==> config.mk <==
export PLATFORM = sky130hd
export DESIGN_NAME = median5_filter_with_level
export DESIGN_NICKNAME = d
export VERILOG_FILES = /design/src/rtl/med5f_pkg.sv /design/src/rtl/med5f_select.sv /design/src/rtl/med5f_level.sv /design/src/rtl/median5_filter_with_level.sv
export SDC_FILE = /design/constraint.sdc
export NUM_CORES = 1
export LEC_CHECK = 0
export BUFFER_PORTS_ARGS = -buffer_cell sky130_fd_sc_hd__buf_4
export CAP_MARGIN = 20
export CORE_MARGIN = 3
export CORE_UTILIZATION = 52
export CTS_CLUSTER_SIZE = 8
export DETAILED_ROUTE_END_ITERATION = 10
export PLACE_DENSITY_LB_ADDON = 0.12
export SKIP_CTS_REPAIR_TIMING = 1
export SLEW_MARGIN = 20
export SYNTH_ARGS = -nofsm -noshare
export SYNTH_HDL_FRONTEND = slang
export SYNTH_HIERARCHICAL = 1
export SYNTH_SLANG_ARGS = --single-unit
export TNS_END_PERCENT = 50
==> constraint.sdc <==
create_clock -name aclk -period 3.1 [get_ports aclk]
set_clock_uncertainty 0.1 [all_clocks]
set_input_delay 0.62 -clock aclk [delete_from_list [all_inputs] [get_ports aclk]]
set_output_delay 0.62 -clock aclk [all_outputs]
set_load 0.01 [all_outputs]
==> src/rtl/med5f_pkg.sv <==
// shared types and constants for the five-entry median filter with level output
// used by med5f_select, med5f_level and median5_filter_with_level
package med5f_pkg;

    localparam int WINDOW_SIZE_DEF  = 5;
    localparam int SAMPLE_WIDTH_DEF = 16;

    localparam int WORD_W = 16;
    localparam int BIT_W  = $clog2(WORD_W);
    localparam int ADDR_W = 4;

    typedef logic [WORD_W-1:0] word_t;
    typedef logic [1:0]        level_t;

    localparam word_t THR_LOW_RST  = word_t'(1000);
    localparam word_t THR_MID_RST  = word_t'(2600);
    localparam word_t THR_HIGH_RST = word_t'(10000);

    localparam level_t LEVEL_LOW    = 2'd0;
    localparam level_t LEVEL_MID    = 2'd1;
    localparam level_t LEVEL_HIGH   = 2'd2;
    localparam level_t LEVEL_DANGER = 2'd3;

    typedef struct packed {
        logic             load;
        logic             step;
        logic             step_med;
        logic [BIT_W-1:0] bit_idx;
    } med5f_ctrl_t;

endpackage

==> src/rtl/med5f_select.sv <==
// ring window and bit-serial radix select for the middle entry
// depends on med5f_pkg for the control struct
module med5f_select #(
    parameter int WINDOW_SIZE  = med5f_pkg::WINDOW_SIZE_DEF,
    parameter int SAMPLE_WIDTH = med5f_pkg::SAMPLE_WIDTH_DEF
) (
    input  logic                     aclk,
    input  logic                     aresetn,
    input  med5f_pkg::med5f_ctrl_t   ctrl,
    input  logic [SAMPLE_WIDTH-1:0]  sample,
    output logic [SAMPLE_WIDTH-1:0]  median
);

    localparam int PTR_W = $clog2(WINDOW_SIZE);
    localparam int CNT_W = $clog2(WINDOW_SIZE + 1);
    localparam logic [PTR_W-1:0] PTR_LAST = PTR_W'(WINDOW_SIZE - 1);
    localparam logic [CNT_W-1:0] RANK_MID = CNT_W'(WINDOW_SIZE / 2);

    logic [SAMPLE_WIDTH-1:0] win_reg [WINDOW_SIZE];
    logic [PTR_W-1:0]        ptr_reg;
    logic [WINDOW_SIZE-1:0]  act_reg;
    logic [CNT_W-1:0]        rank_reg;
    logic [SAMPLE_WIDTH-1:0] med_reg;

    logic [WINDOW_SIZE-1:0]  msb;
    logic [CNT_W-1:0]        zeros;
    logic                    go_low;

    always_comb begin
        zeros = '0;
        for (int i = 0; i < WINDOW_SIZE; i++) begin
            msb[i] = win_reg[i][SAMPLE_WIDTH-1];
            zeros  = zeros + CNT_W'(act_reg[i] & ~msb[i]);
        end
        go_low = rank_reg < zeros;
    end

    always_ff @(posedge aclk) begin
        if (!aresetn) begin
            for (int i = 0; i < WINDOW_SIZE; i++) begin
                win_reg[i] <= '0;
            end
            ptr_reg <= '0;
        end else if (ctrl.load) begin
            for (int i = 0; i < WINDOW_SIZE; i++) begin
                if (PTR_W'(i) == ptr_reg) begin
                    win_reg[i] <= sample;
                end
            end
            ptr_reg <= (ptr_reg == PTR_LAST) ? '0 : ptr_reg + 1'b1;
        end else if (ctrl.step_med) begin
            for (int i = 0; i < WINDOW_SIZE; i++) begin
                win_reg[i] <= {win_reg[i][SAMPLE_WIDTH-2:0], win_reg[i][SAMPLE_WIDTH-1]};
            end
        end
    end

    always_ff @(posedge aclk) begin
        if (ctrl.load) begin
            act_reg  <= '1;
            rank_reg <= RANK_MID;
        end else if (ctrl.step_med) begin
            if (go_low) begin
                act_reg <= act_reg & ~msb;
            end else begin
                act_reg  <= act_reg & msb;
                rank_reg <= rank_reg - zeros;
            end
            med_reg <= {med_reg[SAMPLE_WIDTH-2:0], ~go_low};
        end
    end

    assign median = med_reg;

endmodule

==> src/rtl/med5f_level.sv <==
// bit-serial compare of the raw sample against three thresholds
// depends on med5f_pkg for word, level and control types
module med5f_level #(
    parameter int SAMPLE_WIDTH = med5f_pkg::SAMPLE_WIDTH_DEF
) (
    input  logic                     aclk,
    input  med5f_pkg::med5f_ctrl_t   ctrl,
    input  logic [SAMPLE_WIDTH-1:0]  sample,
    input  med5f_pkg::word_t         thr_low,
    input  med5f_pkg::word_t         thr_mid,
    input  med5f_pkg::word_t         thr_high,
    output med5f_pkg::level_t        level
);

    med5f_pkg::word_t samp_sr_reg;
    logic [2:0]       done_reg;
    logic [2:0]       lt_reg;
    logic [2:0]       thr_bit;
    logic             samp_bit;

    always_comb begin
        thr_bit[0] = thr_low[ctrl.bit_idx];
        thr_bit[1] = thr_mid[ctrl.bit_idx];
        thr_bit[2] = thr_high[ctrl.bit_idx];
        samp_bit   = samp_sr_reg[med5f_pkg::WORD_W-1];
    end

    always_ff @(posedge aclk) begin
        if (ctrl.load) begin
            samp_sr_reg <= med5f_pkg::word_t'(sample);
            done_reg    <= '0;
            lt_reg      <= '0;
        end else if (ctrl.step) begin
            samp_sr_reg <= {samp_sr_reg[med5f_pkg::WORD_W-2:0], 1'b0};
            for (int j = 0; j < 3; j++) begin
                if (!done_reg[j] && (samp_bit != thr_bit[j])) begin
                    done_reg[j] <= 1'b1;
                    lt_reg[j]   <= thr_bit[j];
                end
            end
        end
    end

    always_comb begin
        if (lt_reg[0]) begin
            level = med5f_pkg::LEVEL_LOW;
        end else if (lt_reg[1]) begin
            level = med5f_pkg::LEVEL_MID;
        end else if (lt_reg[2]) begin
            level = med5f_pkg::LEVEL_HIGH;
        end else begin
            level = med5f_pkg::LEVEL_DANGER;
        end
    end

endmodule

==> src/rtl/median5_filter_with_level.sv <==
// top level: sliding-window median filter with threshold level, apb register port
// depends on med5f_pkg, med5f_select and med5f_level
//
//  channel   ports                                   width
//  s_        s_valid s_ready s_sample                16
//  m_        m_valid m_ready m_median_value          16
//            m_speed_level                           2
//  apb       psel penable pwrite paddr pwdata prdata 4 / 32
//
// an item is loaded, then runs the serial bit steps, then is handed over
// the bit loop runs over the 16-bit threshold word; hand-over waits for a free output register
// the median is found during the last SAMPLE_WIDTH of those steps
// reset is synchronous; window, pointer and thresholds return to their defaults
// a waiting result sits in the output register while the next item is taken
module median5_filter_with_level #(
    parameter int WINDOW_SIZE  = med5f_pkg::WINDOW_SIZE_DEF,
    parameter int SAMPLE_WIDTH = med5f_pkg::SAMPLE_WIDTH_DEF
) (
    input  logic                          aclk,
    input  logic                          aresetn,
    input  logic                          s_valid,
    output logic                          s_ready,
    input  med5f_pkg::word_t              s_sample,
    output logic                          m_valid,
    input  logic                          m_ready,
    output med5f_pkg::word_t              m_median_value,
    output med5f_pkg::level_t             m_speed_level,
    input  logic                          psel,
    input  logic                          penable,
    input  logic                          pwrite,
    input  logic [med5f_pkg::ADDR_W-1:0]  paddr,
    input  logic [31:0]                   pwdata,
    output logic [31:0]                   prdata,
    output logic                          pready
);

    localparam logic [1:0] ST_IDLE = 2'd0;
    localparam logic [1:0] ST_RUN  = 2'd1;
    localparam logic [1:0] ST_DONE = 2'd2;

    localparam logic [1:0] REG_LOW  = 2'd0;
    localparam logic [1:0] REG_MID  = 2'd1;
    localparam logic [1:0] REG_HIGH = 2'd2;

    localparam int BIT_W = med5f_pkg::BIT_W;
    localparam logic [BIT_W-1:0] BIT_TOP = BIT_W'(med5f_pkg::WORD_W - 1);
    localparam logic [BIT_W:0]   MED_LIM = (BIT_W + 1)'(SAMPLE_WIDTH);

    logic [1:0]             state_reg, state_next;
    logic [BIT_W-1:0]       bit_reg, bit_next;
    logic                   m_valid_reg, m_valid_next;
    med5f_pkg::word_t       med_out_reg;
    med5f_pkg::level_t      lvl_out_reg;
    med5f_pkg::word_t       thr_low_reg, thr_mid_reg, thr_high_reg;

    med5f_pkg::med5f_ctrl_t ctrl;
    logic [SAMPLE_WIDTH-1:0] sample_lo;
    logic [SAMPLE_WIDTH-1:0] median;
    med5f_pkg::level_t       level;
    logic                    out_load;
    logic                    cfg_wr;
    logic [1:0]              reg_idx;

    assign sample_lo = s_sample[SAMPLE_WIDTH-1:0];
    assign s_ready   = (state_reg == ST_IDLE);
    assign out_load  = (state_reg == ST_DONE) && (!m_valid_reg || m_ready);

    always_comb begin
        ctrl.load     = s_valid && s_ready;
        ctrl.step     = (state_reg == ST_RUN);
        ctrl.step_med = (state_reg == ST_RUN) && ({1'b0, bit_reg} < MED_LIM);
        ctrl.bit_idx  = bit_reg;
    end

    always_comb begin
        state_next = state_reg;
        bit_next   = bit_reg;
        unique case (state_reg)
            ST_IDLE: begin
                if (ctrl.load) begin
                    state_next = ST_RUN;
                    bit_next   = BIT_TOP;
                end
            end
            ST_RUN: begin
                bit_next = bit_reg - 1'b1;
                if (bit_reg == '0) begin
                    state_next = ST_DONE;
                end
            end
            ST_DONE: begin
                if (out_load) begin
                    state_next = ST_IDLE;
                end
            end
            default: begin
                state_next = ST_IDLE;
            end
        endcase
    end

    always_comb begin
        m_valid_next = m_valid_reg;
        if (out_load) begin
            m_valid_next = 1'b1;
        end else if (m_ready) begin
            m_valid_next = 1'b0;
        end
    end

    always_ff @(posedge aclk) begin
        if (!aresetn) begin
            state_reg   <= ST_IDLE;
            bit_reg     <= '0;
            m_valid_reg <= 1'b0;
        end else begin
            state_reg   <= state_next;
            bit_reg     <= bit_next;
            m_valid_reg <= m_valid_next;
        end
    end

    always_ff @(posedge aclk) begin
        if (out_load) begin
            med_out_reg <= med5f_pkg::word_t'(median);
            lvl_out_reg <= level;
        end
    end

    assign m_valid        = m_valid_reg;
    assign m_median_value = med_out_reg;
    assign m_speed_level  = lvl_out_reg;

    // register port
    assign pready  = 1'b1;
    assign reg_idx = paddr[3:2];
    assign cfg_wr  = psel && penable && pwrite && pready;

    always_ff @(posedge aclk) begin
        if (!aresetn) begin
            thr_low_reg  <= med5f_pkg::THR_LOW_RST;
            thr_mid_reg  <= med5f_pkg::THR_MID_RST;
            thr_high_reg <= med5f_pkg::THR_HIGH_RST;
        end else if (cfg_wr) begin
            unique case (reg_idx)
                REG_LOW:  thr_low_reg  <= pwdata[15:0];
                REG_MID:  thr_mid_reg  <= pwdata[15:0];
                REG_HIGH: thr_high_reg <= pwdata[15:0];
                default: ;
            endcase
        end
    end

    always_comb begin
        unique case (reg_idx)
            REG_LOW:  prdata = {16'b0, thr_low_reg};
            REG_MID:  prdata = {16'b0, thr_mid_reg};
            REG_HIGH: prdata = {16'b0, thr_high_reg};
            default:  prdata = '0;
        endcase
    end

    med5f_select #(
        .WINDOW_SIZE  (WINDOW_SIZE),
        .SAMPLE_WIDTH (SAMPLE_WIDTH)
    ) u_select (
        .aclk    (aclk),
        .aresetn (aresetn),
        .ctrl    (ctrl),
        .sample  (sample_lo),
        .median  (median)
    );

    med5f_level #(
        .SAMPLE_WIDTH (SAMPLE_WIDTH)
    ) u_level (
        .aclk     (aclk),
        .ctrl     (ctrl),
        .sample   (sample_lo),
        .thr_low  (thr_low_reg),
        .thr_mid  (thr_mid_reg),
        .thr_high (thr_high_reg),
        .level    (level)
    );

`ifndef SYNTHESIS
    a_busy_after_accept: assert property (@(posedge aclk) disable iff (!aresetn)
        s_valid && s_ready |=> !s_ready)
        else $error("item taken while previous one in flight");

    a_out_from_done: assert property (@(posedge aclk) disable iff (!aresetn)
        $rose(m_valid) |-> $past(state_reg) == ST_DONE)
        else $error("result shown without finished run");

    a_run_length: assert property (@(posedge aclk) disable iff (!aresetn)
        state_reg == ST_RUN && bit_reg == '0 |=> state_reg == ST_DONE)
        else $error("bit loop did not end in done");
`endif

endmodule
==> results_dict.tcl <==
set metrics [dict create \
    antenna_found_initial 0 \
    startpoint "u_select/win_reg[0][63]$_DFFE_PP_" \
    synth_xor_xnor_area_share_pct 0.0966 \
    viasPerCell 5.81 \
    leakagePower_nw 4.22 \
    final_common_cell "edfxtp_1" \
    hp-start "pwdata[3]" \
    netlist_area_um2 9070 \
    crit_top_cell "fa_2" \
    finalInstanceArea_um2 10600 \
    synthAdderAreaFrac_pct 2.04 \
    grt_usage_pct 19.8 \
    synthArstFlopShare_pct 0 \
    final_nets 857 \
    cts_max_level 1 \
    layout_worst_path_cycle_share_pct 97.3 \
    die_area_um2 19100 \
    yosys_warnings 6 \
    synth.area.mux_share_pct 11.9 \
    grt_first_pass_wirelength_um 31400 \
    drtIter0Drc 374 \
    ys_ff_latch 202 \
    area_growth_pct 17.4 \
    drive_gt1_share_pct 21.1 \
    place_hpwl_um 12400 \
    drv_cap 0 \
    gp_congestion 0.869 \
    cts_tree "yes" \
    worstMarginPinSlew_ns 0.861 \
    die_h_um 138 \
    p_int_mw 5.61 \
    synth.distinct_cells 54 \
    overflow 0 \
    synth.avg_cell_area_um2 12.9 \
    power_frac_clock_pct 37.0 \
    drc 0 \
    outcome "finished clean" \
    crit_fanout 6 \
    vias 5956 \
    port_buffers 76 \
    grt_max_degree 81 \
    start_util_pct 53.9 \
    tns_ns 0 \
    whs_ns 0.256 \
    combPwrFrac_pct 19.5 \
    diodes 0 \
    synth-compound-area-share_pct 13.5 \
    layout_common_cells "edfxtp_1 (130), buf_4 (94), a22o_1 (86)" \
    clkTransAtPathRegs_ns 0.05 \
    worstPathRequired_ns 3.46 \
    synth-simple-area-share_pct 8.28 \
    clockBufferDepth 3 \
    cp_cell_sequence "nand2b_4 > fa_2 > fa_2 > inv_2 > ha_4 > inv_1 > ha_1 > and3b_2 > or3_1 > a31oi_1" \
    switching_share_pct 26.6 \
    p_seq_share_pct 43.5 \
    synth_edf_count 130 \
    fin_crit_ns 3.02 \
    crit_slowest_cell "fa_2" \
    largest_register_ffs 80 \
    slowest_delay_ns 0.61 \
    max_freq_ghz 0.331 \
    nFillCells 1298 \
    critPathTopFamily "adder cells" \
    hold_path.class "input port to flop" \
    post_drt_wl_per_cell_um 19.1 \
    ios 112 \
    drv_slew 0 \
    ys.flop_type "edfxtp_1" \
    cp.arrival_ns 3.38 \
    peakVddDrop_mv 0.421 \
    clk_latency_ns 0.54 \
    finalHoldViolCount 0 \
    ys_seq_area_share_pct 58.9 \
    routed_wl_um 19500 \
    synth_top_family_by_area "compound AO/OA/AOI/OAI gates" \
    max-slew-margin-rel_pct 42.6 \
    syn_inst 702 \
    core.rowCount 47 \
    clockRootBuffer "clkbuf_16" \
    p_per_area_nw_per_um2 718 \
    numCtsBuffers 29 \
    clock-sinks 202 \
    setup_viol 0 \
    post-route-util_pct 63.3 \
    startpoint_type "flop" \
    path_class "flop to flop" \
    ant_nets 0 \
    endpoint_kind "flop" \
    critPathBufInv 2 \
    timing.rr.start "u_select/win_reg[0][63]$_DFFE_PP_" \
    die_w_um 138 \
    core_area_um2 16800 \
    grt_pass1_vias 5978 \
    dpl_cell_area_um2 9760 \
    power_switching_mw 2.03 \
    firstDrtPassIters 5 \
]
==> per-stage QoR <==
stage / power (mW) / worst slack, ns / instances
global placement: 4.61 / 0.0468 / 972
global route: 8.02 / -0.0218 / 1025
CTS: 7.56 / -0.0989 / 1023
floorplan: 4.34 / 0.0791 / 717
finish: 7.64 / 0.0826 / 1025
detailed placement: 4.71 / -0.0643 / 972
==> worst paths after layout <==
path | slack [ns] | depth (start not counted) | end
worst max-delay path | 0.08 | 10 | u_select/act_reg[4]$_SDFFE_PP1P_
worst min-delay path | 0.26 | 3 | thr_high_reg[3]$_SDFFE_PN0P_
worst max register to register | 0.08 | 10 | u_select/act_reg[4]$_SDFFE_PP1P_
worst min register to register | 0.33 | 0 | m_median_value[15]$_DFFE_PP_
==> area by class of cell <==
type	count	area (µm²)	share of cell area, %
Inverter	17	63.8	0.600
Clock buffer	49	801	7.52
Timing Repair Buffer	97	766	7.20
Multi-Input combinational cell	438	3360	31.6
Sequential cell	202	5350	50.2
Clock inverter	2	28.8	0.270
Tap cell	220	275	2.59
==> synth_stat cells (all sizes together), types with 3 or more instances <==
master	number	area, µm²
mux2	16	180
or3	6	37.5
clkbuf	12	46.3
o211ai	4	30.0
mux2i	61	611
and2	5	31.3
mux4	12	285
nand2	69	259
dfxtp	72	1440
a22o	86	753
nor2b	12	75.1
nand3	5	30.0
fa	3	60.1
a31oi	5	31.3
o21ai	32	160
buf	49	357
nand3b	4	30.0
a21o	5	37.5
a21oi	12	71.3
o311ai	3	26.3
ha	10	125
inv	16	60.1
nor2	28	105
edfxtp	130	3900
a211oi	4	30.0
nand2b	14	87.6
==> cell families after synthesis <==
group | after synthesis
buf+inv | 78
xor+xnor | 1
simple gates | 155
fa+ha+maj | 13
flops | 202
other cells | 2
mux | 89
compound gates | 162
==> worst register-to-register path: cells and delay by family (launching register included) <==
kind | cells | cell delay (ns)
fa+ha+maj | 4 | 1.41
simple gates | 3 | 0.78
flops | 1 | 0.40
compound gates | 1 | 0.18
buf+inv | 2 | 0.09
==> routing by layer <==
| metal | routed length [µm] | vias to the layer above | GRT usage, % |
|---|---|---|---|
| met2 | 9320 | 196 | 32.1 |
| met3 | 1050 | 35 | 3.21 |
| met4 | 416 | 0 | 6.50 |
| met1 | 8760 | 2948 | 27.5 |
| met5 | 0 | - | 0 |
| li1 | - | 2777 | - |
==> power groups by stage <==
stage | Sequential, mW | Clock (mW) | Combinational (mW)
global placement | 3.35 | 0 | 1.25
global route | 3.35 | 3.01 | 1.65
floorplan | 3.32 | 0 | 1.02
detailed placement | 3.37 | 0 | 1.34
finish | 3.33 | 2.82 | 1.49
CTS | 3.32 | 2.88 | 1.36
Note: power is estimated with default switching activity, not from simulation.
